--- config.mk ---
export PLATFORM = sky130hd
export DESIGN_NAME = audio_input_gain_dc_block_gate_top
export DESIGN_NICKNAME = d
export VERILOG_FILES = /design/src/rtl/agdg_pkg.sv /design/src/rtl/agdg_ctrl.sv /design/src/rtl/agdg_datapath.sv /design/src/rtl/audio_input_gain_dc_block_gate_top.sv
export SDC_FILE = /design/constraint.sdc
export NUM_CORES = 2
export LEC_CHECK = 0
export BUFFER_PORTS_ARGS = -buffer_cell sky130_fd_sc_hd__buf_2
export CAP_MARGIN = 25
export CORE_MARGIN = 10
export CORE_UTILIZATION = 47
export CTS_BUF_LIST = sky130_fd_sc_hd__clkbuf_16
export DETAILED_ROUTE_END_ITERATION = 8
export PLACE_DENSITY_LB_ADDON = 0.05
export SLEW_MARGIN = 10
export SYNTH_ARGS = -nofsm -noshare
export SYNTH_HDL_FRONTEND = slang
export SYNTH_SLANG_ARGS = --single-unit
--- constraint.sdc ---
create_clock -name clk -period 14.6 [get_ports clk]
set_input_delay 4.38 -clock clk [delete_from_list [all_inputs] [get_ports clk]]
set_output_delay 4.38 -clock clk [all_outputs]
set_load 0.02 [all_outputs]
--- src/rtl/agdg_pkg.sv ---
// Package with types and constants of the audio input gain, DC blocker and noise gate.
package agdg_pkg;

  // Sample width default.
  localparam int SAMPLE_BITS_DEF = 24;

  // Configuration port.
  localparam int CFG_IDX_W  = 3;
  localparam int CFG_DATA_W = 23;
  localparam int COEF_W     = 16;
  localparam int THRESH_W   = 23;

  // Register indexes.
  localparam logic [CFG_IDX_W-1:0] REG_INPUT_GAIN    = 3'd0;
  localparam logic [CFG_IDX_W-1:0] REG_DC_POLE       = 3'd1;
  localparam logic [CFG_IDX_W-1:0] REG_ATTACK_COEF   = 3'd2;
  localparam logic [CFG_IDX_W-1:0] REG_RELEASE_COEF  = 3'd3;
  localparam logic [CFG_IDX_W-1:0] REG_GATE_THRESHOLD = 3'd4;

  // Register reset values.
  localparam logic [COEF_W-1:0]   INPUT_GAIN_RST     = 16'd4096;
  localparam logic [COEF_W-1:0]   DC_POLE_RST        = 16'd65450;
  localparam logic [COEF_W-1:0]   ATTACK_COEF_RST    = 16'd65264;
  localparam logic [COEF_W-1:0]   RELEASE_COEF_RST   = 16'd65519;
  localparam logic [THRESH_W-1:0] GATE_THRESHOLD_RST = 23'd8389;

  // Datapath widths.
  localparam int ACC_W    = 32;
  localparam int GAIN_W   = 17;
  localparam int MUL_A_W  = 33;
  localparam int MUL_B_W  = 18;
  localparam int PROD_W   = MUL_A_W + MUL_B_W;

  // Gate gain constants, Q1.16.
  localparam logic [GAIN_W-1:0] GATE_UNITY = 17'd65536;
  localparam logic [MUL_B_W-1:0] GATE_STEP = 18'd655;

  // Sequencer states.
  typedef enum logic [3:0] {
    ST_IDLE,
    ST_GAIN,
    ST_DC,
    ST_Y,
    ST_ENV_MUL,
    ST_ENV,
    ST_GATE_MUL,
    ST_GATE,
    ST_OUT_MUL,
    ST_OUT
  } agdg_state_t;

  // Datapath operations.
  typedef enum logic [3:0] {
    OP_NONE,
    OP_GAIN,
    OP_DC,
    OP_Y,
    OP_ENV_MUL,
    OP_ENV,
    OP_GATE_MUL,
    OP_GATE,
    OP_OUT_MUL
  } agdg_op_t;

  // Commands from the controller to the datapath.
  typedef struct packed {
    logic     load_sample;
    agdg_op_t op;
    logic     out_load;
  } agdg_cmd_t;

endpackage

--- src/rtl/agdg_ctrl.sv ---
// Controller state machine that sequences one sample through the shared multiplier.
module agdg_ctrl (
  input  logic                clk,
  input  logic                rst,
  input  logic                in_valid,
  output logic                in_stall,
  output logic                out_valid,
  input  logic                out_stall,
  output agdg_pkg::agdg_cmd_t cmd
);

  agdg_pkg::agdg_state_t state;
  agdg_pkg::agdg_state_t state_next;
  logic                  out_valid_next;

  // State and output valid registers.
  always_ff @(posedge clk) begin
    if (rst) begin
      state     <= agdg_pkg::ST_IDLE;
      out_valid <= 1'b0;
    end else begin
      state     <= state_next;
      out_valid <= out_valid_next;
    end
  end

  // Next state and datapath commands.
  always_comb begin
    state_next = state;
    in_stall   = 1'b1;
    cmd        = '{load_sample: 1'b0, op: agdg_pkg::OP_NONE, out_load: 1'b0};
    unique case (state)
      agdg_pkg::ST_IDLE: begin
        in_stall = 1'b0;
        if (in_valid) begin
          cmd.load_sample = 1'b1;
          state_next      = agdg_pkg::ST_GAIN;
        end
      end
      agdg_pkg::ST_GAIN: begin
        cmd.op     = agdg_pkg::OP_GAIN;
        state_next = agdg_pkg::ST_DC;
      end
      agdg_pkg::ST_DC: begin
        cmd.op     = agdg_pkg::OP_DC;
        state_next = agdg_pkg::ST_Y;
      end
      agdg_pkg::ST_Y: begin
        cmd.op     = agdg_pkg::OP_Y;
        state_next = agdg_pkg::ST_ENV_MUL;
      end
      agdg_pkg::ST_ENV_MUL: begin
        cmd.op     = agdg_pkg::OP_ENV_MUL;
        state_next = agdg_pkg::ST_ENV;
      end
      agdg_pkg::ST_ENV: begin
        cmd.op     = agdg_pkg::OP_ENV;
        state_next = agdg_pkg::ST_GATE_MUL;
      end
      agdg_pkg::ST_GATE_MUL: begin
        cmd.op     = agdg_pkg::OP_GATE_MUL;
        state_next = agdg_pkg::ST_GATE;
      end
      agdg_pkg::ST_GATE: begin
        cmd.op     = agdg_pkg::OP_GATE;
        state_next = agdg_pkg::ST_OUT_MUL;
      end
      agdg_pkg::ST_OUT_MUL: begin
        cmd.op     = agdg_pkg::OP_OUT_MUL;
        state_next = agdg_pkg::ST_OUT;
      end
      agdg_pkg::ST_OUT: begin
        // The result moves into the output register once that register is free.
        if (!out_valid || !out_stall) begin
          cmd.out_load = 1'b1;
          state_next   = agdg_pkg::ST_IDLE;
        end
      end
      default: state_next = agdg_pkg::ST_IDLE;
    endcase
    out_valid_next = cmd.out_load || (out_valid && out_stall);
  end

endmodule

--- src/rtl/agdg_datapath.sv ---
// Datapath: configuration registers, filter state, shared multiplier and output register.
module agdg_datapath #(
  parameter int SAMPLE_BITS = agdg_pkg::SAMPLE_BITS_DEF
) (
  input  logic                             clk,
  input  logic                             rst,
  input  agdg_pkg::agdg_cmd_t              cmd,
  input  logic signed [SAMPLE_BITS-1:0]    sample_in,
  output logic signed [SAMPLE_BITS-1:0]    sample_out,
  input  logic                             cfg_write,
  input  logic [agdg_pkg::CFG_IDX_W-1:0]   cfg_index,
  input  logic [agdg_pkg::CFG_DATA_W-1:0]  cfg_data
);

  localparam int PW = agdg_pkg::PROD_W;
  localparam int AW = agdg_pkg::MUL_A_W;
  localparam int BW = agdg_pkg::MUL_B_W;
  localparam int CW = agdg_pkg::ACC_W;
  localparam int GW = agdg_pkg::GAIN_W;

  localparam logic signed [PW-1:0] ACC_HI = PW'(64'sh0000_0000_7FFF_FFFF);
  localparam logic signed [PW-1:0] ACC_LO = PW'(-64'sh0000_0000_8000_0000);
  localparam logic signed [PW-1:0] S_HI   = PW'((64'sd1 <<< (SAMPLE_BITS - 1)) - 64'sd1);
  localparam logic signed [PW-1:0] S_LO   = PW'(-(64'sd1 <<< (SAMPLE_BITS - 1)));
  localparam logic signed [PW-1:0] RND_12 = PW'(2048);
  localparam logic signed [PW-1:0] RND_16 = PW'(32768);
  localparam logic signed [PW-1:0] CEIL_16 = PW'(65535);

  // Clamp a wide value to the 32-bit signed range.
  function automatic logic signed [CW-1:0] sat_acc(input logic signed [PW-1:0] v);
    logic signed [CW-1:0] r;
    if (v > ACC_HI) begin
      r = ACC_HI[CW-1:0];
    end else if (v < ACC_LO) begin
      r = ACC_LO[CW-1:0];
    end else begin
      r = v[CW-1:0];
    end
    return r;
  endfunction

  // Configuration registers.
  logic [agdg_pkg::COEF_W-1:0]   input_gain;
  logic [agdg_pkg::COEF_W-1:0]   dc_pole;
  logic [agdg_pkg::COEF_W-1:0]   attack_coef;
  logic [agdg_pkg::COEF_W-1:0]   release_coef;
  logic [agdg_pkg::THRESH_W-1:0] gate_threshold;

  // Filter state and working registers.
  logic signed [SAMPLE_BITS-1:0] sample;
  logic signed [CW-1:0]          gained;
  logic signed [CW-1:0]          prev_x;
  logic signed [CW-1:0]          prev_y;
  logic [CW-1:0]                 envelope;
  logic [GW-1:0]                 gate_gain;
  logic                          gate_up;
  logic signed [PW-1:0]          prod;

  // Combinational terms.
  logic signed [AW-1:0] mul_a;
  logic signed [BW-1:0] mul_b;
  logic                 mul_en;
  logic signed [AW-1:0] y_abs;
  logic                 rising;
  logic [agdg_pkg::COEF_W-1:0] coef;
  logic [GW-1:0]        coef_comp;
  logic signed [AW-1:0] env_diff;
  logic                 gate_open;
  logic signed [BW-1:0] gate_diff;
  logic [GW-1:0]        gate_mag;
  logic signed [PW-1:0] x_wide;
  logic signed [PW-1:0] y_wide;
  logic signed [PW-1:0] env_wide;
  logic signed [PW-1:0] step_wide;
  logic [GW-1:0]        step;
  logic signed [PW-1:0] out_wide;
  logic signed [PW-1:0] out_sat;

  // Envelope follower and gate terms.
  always_comb begin
    y_abs     = prev_y[CW-1] ? -AW'(prev_y) : AW'(prev_y);
    rising    = y_abs > $signed({1'b0, envelope});
    coef      = rising ? attack_coef : release_coef;
    coef_comp = GW'(agdg_pkg::GATE_UNITY - {1'b0, coef});
    env_diff  = y_abs - $signed({1'b0, envelope});
    gate_open = envelope > {{(CW - agdg_pkg::THRESH_W){1'b0}}, gate_threshold};
    gate_diff = (gate_open ? $signed({1'b0, agdg_pkg::GATE_UNITY}) : '0)
              - $signed({1'b0, gate_gain});
    gate_mag  = gate_diff[BW-1] ? GW'(-gate_diff) : GW'(gate_diff);
  end

  // Operand selection for the shared multiplier.
  always_comb begin
    mul_a  = '0;
    mul_b  = '0;
    mul_en = 1'b0;
    unique case (cmd.op)
      agdg_pkg::OP_GAIN: begin
        mul_a  = AW'(sample);
        mul_b  = $signed({2'b00, input_gain});
        mul_en = 1'b1;
      end
      agdg_pkg::OP_DC: begin
        mul_a  = AW'(prev_y);
        mul_b  = $signed({2'b00, dc_pole});
        mul_en = 1'b1;
      end
      agdg_pkg::OP_ENV_MUL: begin
        mul_a  = env_diff;
        mul_b  = $signed({1'b0, coef_comp});
        mul_en = 1'b1;
      end
      agdg_pkg::OP_GATE_MUL: begin
        mul_a  = $signed({{(AW - GW){1'b0}}, gate_mag});
        mul_b  = $signed(agdg_pkg::GATE_STEP);
        mul_en = 1'b1;
      end
      agdg_pkg::OP_OUT_MUL: begin
        mul_a  = AW'(prev_y);
        mul_b  = $signed({1'b0, gate_gain});
        mul_en = 1'b1;
      end
      default: mul_en = 1'b0;
    endcase
  end

  // Rounding, saturation and update terms taken from the product register.
  always_comb begin
    x_wide    = (prod + RND_12) >>> 12;
    y_wide    = PW'(gained) - PW'(prev_x) + ((prod + RND_16) >>> 16);
    env_wide  = $signed({{(PW - CW){1'b0}}, envelope}) + (prod >>> 16);
    step_wide = (prod + CEIL_16) >>> 16;
    step      = step_wide[GW-1:0];
    out_wide  = (prod + RND_16) >>> 16;
    if (out_wide > S_HI) begin
      out_sat = S_HI;
    end else if (out_wide < S_LO) begin
      out_sat = S_LO;
    end else begin
      out_sat = out_wide;
    end
  end

  // Shared multiplier with its product register; operands are sign-extended to full width.
  always_ff @(posedge clk) begin
    if (mul_en) begin
      prod <= PW'(mul_a) * PW'(mul_b);
    end
  end

  // Captured sample, output payload, gained value and gate direction.
  always_ff @(posedge clk) begin
    if (cmd.load_sample) begin
      sample <= sample_in;
    end
    if (cmd.out_load) begin
      sample_out <= out_sat[SAMPLE_BITS-1:0];
    end
    if (cmd.op == agdg_pkg::OP_DC) begin
      gained <= sat_acc(x_wide);
    end
    if (cmd.op == agdg_pkg::OP_GATE_MUL) begin
      gate_up <= !gate_diff[BW-1];
    end
  end

  // Configuration registers and filter state.
  always_ff @(posedge clk) begin
    if (rst) begin
      input_gain     <= agdg_pkg::INPUT_GAIN_RST;
      dc_pole        <= agdg_pkg::DC_POLE_RST;
      attack_coef    <= agdg_pkg::ATTACK_COEF_RST;
      release_coef   <= agdg_pkg::RELEASE_COEF_RST;
      gate_threshold <= agdg_pkg::GATE_THRESHOLD_RST;
      prev_x         <= '0;
      prev_y         <= '0;
      envelope       <= '0;
      gate_gain      <= agdg_pkg::GATE_UNITY;
    end else begin
      if (cfg_write) begin
        unique case (cfg_index)
          agdg_pkg::REG_INPUT_GAIN:     input_gain     <= cfg_data[agdg_pkg::COEF_W-1:0];
          agdg_pkg::REG_DC_POLE:        dc_pole        <= cfg_data[agdg_pkg::COEF_W-1:0];
          agdg_pkg::REG_ATTACK_COEF:    attack_coef    <= cfg_data[agdg_pkg::COEF_W-1:0];
          agdg_pkg::REG_RELEASE_COEF:   release_coef   <= cfg_data[agdg_pkg::COEF_W-1:0];
          agdg_pkg::REG_GATE_THRESHOLD: gate_threshold <= cfg_data[agdg_pkg::THRESH_W-1:0];
          default: ;
        endcase
      end
      // Blocker output becomes the previous output, which later steps also use as y.
      if (cmd.op == agdg_pkg::OP_Y) begin
        prev_x <= gained;
        prev_y <= sat_acc(y_wide);
      end
      if (cmd.op == agdg_pkg::OP_ENV) begin
        envelope <= env_wide[CW-1:0];
      end
      // The rounded-up step never exceeds the distance to the target.
      if (cmd.op == agdg_pkg::OP_GATE) begin
        gate_gain <= gate_up ? GW'(gate_gain + step) : GW'(gate_gain - step);
      end
    end
  end

endmodule

--- src/rtl/audio_input_gain_dc_block_gate_top.sv ---
// Top level of the audio input stage: input gain, DC blocker and noise gate.
//
//   Channel   Direction  Handshake             Payload
//   input     in         in_valid / in_stall   sample_in
//   output    out        out_valid / out_stall sample_out
//   config    in         cfg_write             cfg_index, cfg_data
//
// After a transfer, one sample passes through nine sequencer steps before the input
// is free again; five of them use the single shared multiplier,
// and each product is registered before use.
// The result lands in an output register, so the next sample is taken while it waits.
// Reset is synchronous; state returns to unity gate gain with cleared filter history.
// A stalled output holds the sequencer in its last step until the register frees.
module audio_input_gain_dc_block_gate_top #(
  parameter int SAMPLE_BITS = agdg_pkg::SAMPLE_BITS_DEF
) (
  input  logic                            clk,
  input  logic                            rst,
  input  logic                            in_valid,
  output logic                            in_stall,
  input  logic signed [SAMPLE_BITS-1:0]   sample_in,
  output logic                            out_valid,
  input  logic                            out_stall,
  output logic signed [SAMPLE_BITS-1:0]   sample_out,
  input  logic                            cfg_write,
  input  logic [agdg_pkg::CFG_IDX_W-1:0]  cfg_index,
  input  logic [agdg_pkg::CFG_DATA_W-1:0] cfg_data
);

  agdg_pkg::agdg_cmd_t cmd;

  // Sequencer.
  agdg_ctrl u_ctrl (
    .clk       (clk),
    .rst       (rst),
    .in_valid  (in_valid),
    .in_stall  (in_stall),
    .out_valid (out_valid),
    .out_stall (out_stall),
    .cmd       (cmd)
  );

  // Arithmetic and state.
  agdg_datapath #(
    .SAMPLE_BITS (SAMPLE_BITS)
  ) u_datapath (
    .clk        (clk),
    .rst        (rst),
    .cmd        (cmd),
    .sample_in  (sample_in),
    .sample_out (sample_out),
    .cfg_write  (cfg_write),
    .cfg_index  (cfg_index),
    .cfg_data   (cfg_data)
  );

endmodule

==> impl_metrics.json <==
{
  "status": "finished, final reports clean",
  "worstSetupEndpointType": "flip-flop",
  "rsz0062_at_grt": "false",
  "synth_largest_area_cell": "fa_1",
  "grt_pass1_wl_um": 221000,
  "r2r_start": "u_datapath.prev_y[2]",
  "synthTopCellsByArea": "fa_1, dfxtp_1, edfxtp_1",
  "worstMarginPinSlew_ns": 1.22,
  "ys_types": 92,
  "critPathTopFamily": "compound AO/OA/AOI/OAI gates",
  "cts.clk_slew.worst_paths_ns": 0.07,
  "vdd_ir_drop_max_v": 0.000119,
  "overflow": 0,
  "drt-total-wl_um": 145000,
  "h-tree-depth": 2,
  "antenna_found_initial": 4,
  "powerDensity_nw_per_um2": 113,
  "viasPerCell": 5.67,
  "holdCritStartpoint": "u_datapath.prev_x[29]",
  "layout.nets": 5975,
  "cts_buffer_depth": 3,
  "first_global_vias": 35300,
  "ys_seq_area_share_pct": 18.7,
  "cts-hold-fix-buffers": 0,
  "synth-edff-count": 132,
  "drive_gt1_share_pct": 6.22,
  "fillers": 8902,
  "place_congestion": 0.952,
  "yosysMostFrequentCell": "inv_1",
  "swShare_pct": 47.0,
  "fp.dieH_um": 323,
  "hpwl_um": 116000,
  "wl_met1_um": 65800,
  "critPathRequiredTime_ns": 14.96,
  "cts_resized": 0,
  "diodes": 0,
  "cellInternalPower_w": 0.00278,
  "netlist_area_um2": 43200,
  "core_um2": 91400,
  "crit_buf_inv": 4,
  "post-route-min-period_ns": 13.46,
  "max_stage_delay_ns": 0.81,
  "critPathKind": "flip-flop to flip-flop",
  "die-area_um2": 104000,
  "grt_max_degree": 82,
  "cp_slowest_cell": "a21boi_4",
  "synthCells": 5113,
  "grt_usage_pct": 27.7,
  "rows": 111,
  "top_level_ports": 81,
  "syn_area_per_cell_um2": 8.44,
  "crit_start": "u_datapath.prev_y[2]",
  "met2_length_um": 66000,
  "areaGrowthSynthToFinish_pct": 7.73,
  "p_leak_nw": 21.1,
  "hold_path_class": "flip-flop to flip-flop",
  "async_flop_share_pct": 0,
  "numPortBuffers": 80,
  "fin_tns_setup_ns": 0,
  "vias": 35700,
  "syn-num-nets": 6009,
  "critPathMaxFanout": 24,
  "ant_nets": 0,
  "cts_tree": "done",
  "worst_path_most_repeated_cell": "fa_1",
  "p_clk_share_pct": 22.9,
  "ys_seq_elements": 337,
  "clock_latency_ns": 0.65,
  "top_layer": "met5",
  "combPwrFrac_pct": 52.8,
  "drt-initial-drc-count": 3257,
  "route.met3.wl_um": 8570,
  "setup_viol_count_final": 0,
  "arrival_ns": 13.82,
  "start_kind": "flip-flop",
  "drt_pre_antenna_iters": 8,
  "timing.fmax_ghz": 0.0743,
  "finalClockSkew_ns": 0.0457,
  "post-route-util_pct": 50.9,
  "finalHoldViolations": 0,
  "cts_buffers": 44,
  "synth_warnings": 0,
  "yosys.area.top_type_share_pct": 26.6,
  "maxSlewViolCount": 0,
  "post-route-period-util_pct": 92.2,
  "initial_utilization_pct": 47.2,
  "root_buffer": "clkbuf_16",
  "seqPwrFrac_pct": 24.4,
  "maxCapViolCount": 0,
  "post_cts_buffers": 0,
  "drcViolationCount": 0,
  "synthTopCellsByCount": "inv_1, nand2_1, fa_1",
  "wire_per_inst_um": 23.0,
  "relSlewSlack_pct": 18.4,
  "switching_power_w": 0.00246,
  "synth_ff_type": "dfxtp_1",
  "fp.dieW_um": 323,
  "cts.sinks": 337
}
-- flip-flops by register name (all words and copies together) (netlist names) --
name and cells:
u_datapath.prev_y 32, u_datapath.dc_pole 16, u_datapath.prod 51, u_datapath.envelope 32
u_datapath.sample 24, u_datapath.prev_x 32, u_ctrl.state 4, u_ctrl.out_valid 1
u_datapath.input_gain 16, u_datapath.release_coef 16, u_datapath.gained 32, u_datapath.gate_gain 17
u_datapath.gate_up 1, u_datapath.gate_threshold 23, u_datapath.sample_out 24, u_datapath.attack_coef 16
-- cell families (layout without fill, tap and decap cells) --
kind of cell / after synthesis / after routing / share of synthesized area [%]
buffers and inverters: 1059 / 1061 / 9.33
XOR/XNOR: 323 / 323 / 6.57
multiplexers: 26 / 26 / 0.606
AO/OA/AOI/OAI: 895 / 895 / 13.6
adder cells (fa/ha/maj): 841 / 841 / 34.4
flip-flops: 337 / 337 / 18.7
AND/OR/NAND/NOR: 1632 / 1632 / 16.9
-- routing by layer --
metal / track usage, % / up-vias
met5: 0 / -
met4: 7.96 / 4
met3: 2.80 / 207
met2: 44.4 / 1165
met1: 39.5 / 17900
li1: - / 16500
-- placed cells by master, fill, tap and decap left out, types with 52 or more instances in the layout --
| cell | count |
|---|---|
| nor3_1 | 59 |
| nor2_1 | 462 |
| nand3_1 | 58 |
| buf_2 | 79 |
| a21oi_1 | 282 |
| xor2_1 | 100 |
| inv_1 | 829 |
| o21ai_0 | 142 |
| edfxtp_1 | 132 |
| buf_4 | 69 |
| a21o_1 | 84 |
| fa_1 | 574 |
| a211oi_1 | 52 |
| xnor2_1 | 222 |
| ha_1 | 267 |
| nand2_1 | 704 |
| dfxtp_1 | 205 |
-- metrics by stage --
step / cells / hold slack [ns] / setup slack, ns / total power (W) / instance area, um^2
4_1_cts: 6296 / 0.455 / 1.09 / 0.00524 / 46400
5_1_grt: 6301 / 0.477 / 0.541 / 0.00558 / 46500
3_5_place_dp: 6214 / 0.446 / 1.18 / 0.00401 / 44900
3_3_place_gp: 6212 / 0.441 / 1.33 / 0.00401 / 44800
6_report: 6301 / 0.454 / 1.14 / 0.00525 / 46500
2_1_floorplan: 5113 / 0.436 / 2.42 / 0.00308 / 43200
-- power groups by stage --
stage	Sequential (W)	Combinational, W	Clock, W
floorplan	0.00117	0.00191	0
global placement	0.00129	0.00272	0
detailed placement	0.00129	0.00272	0
CTS	0.00127	0.00274	0.00123
global route	0.00128	0.00304	0.00126
finish	0.00128	0.00277	0.00120
-- area by class of cell --
cell class / instances / area, um^2 / share of cell area (%)
repair buffers: 153 / 993 / 2.14
well taps: 1186 / 1480 / 3.19
clock buffers: 44 / 1100 / 2.37
inverters: 826 / 3100 / 6.67
clock inverters: 38 / 473 / 1.02
flip-flops and latches: 337 / 8070 / 17.3
multi-input cells: 3717 / 31300 / 67.3
-- tightest hold or removal path, cell delays in order, from the launching register on --
cell     delay [ns]
dfxtp_1        0.31
nand2_1        0.05
a21oi_1        0.05
-- worst paths after layout --
kind / slack [ns] / end / cells past startpoint
worst max-delay path: 1.14 / u_datapath.prod[44] / 43
worst min-delay path: 0.45 / u_datapath.prev_x[29] / 2
worst max register to register: 1.14 / u_datapath.prod[44] / 43
worst min register to register: 0.45 / u_datapath.prev_x[29] / 2
Power figures use the tool's default switching activity.
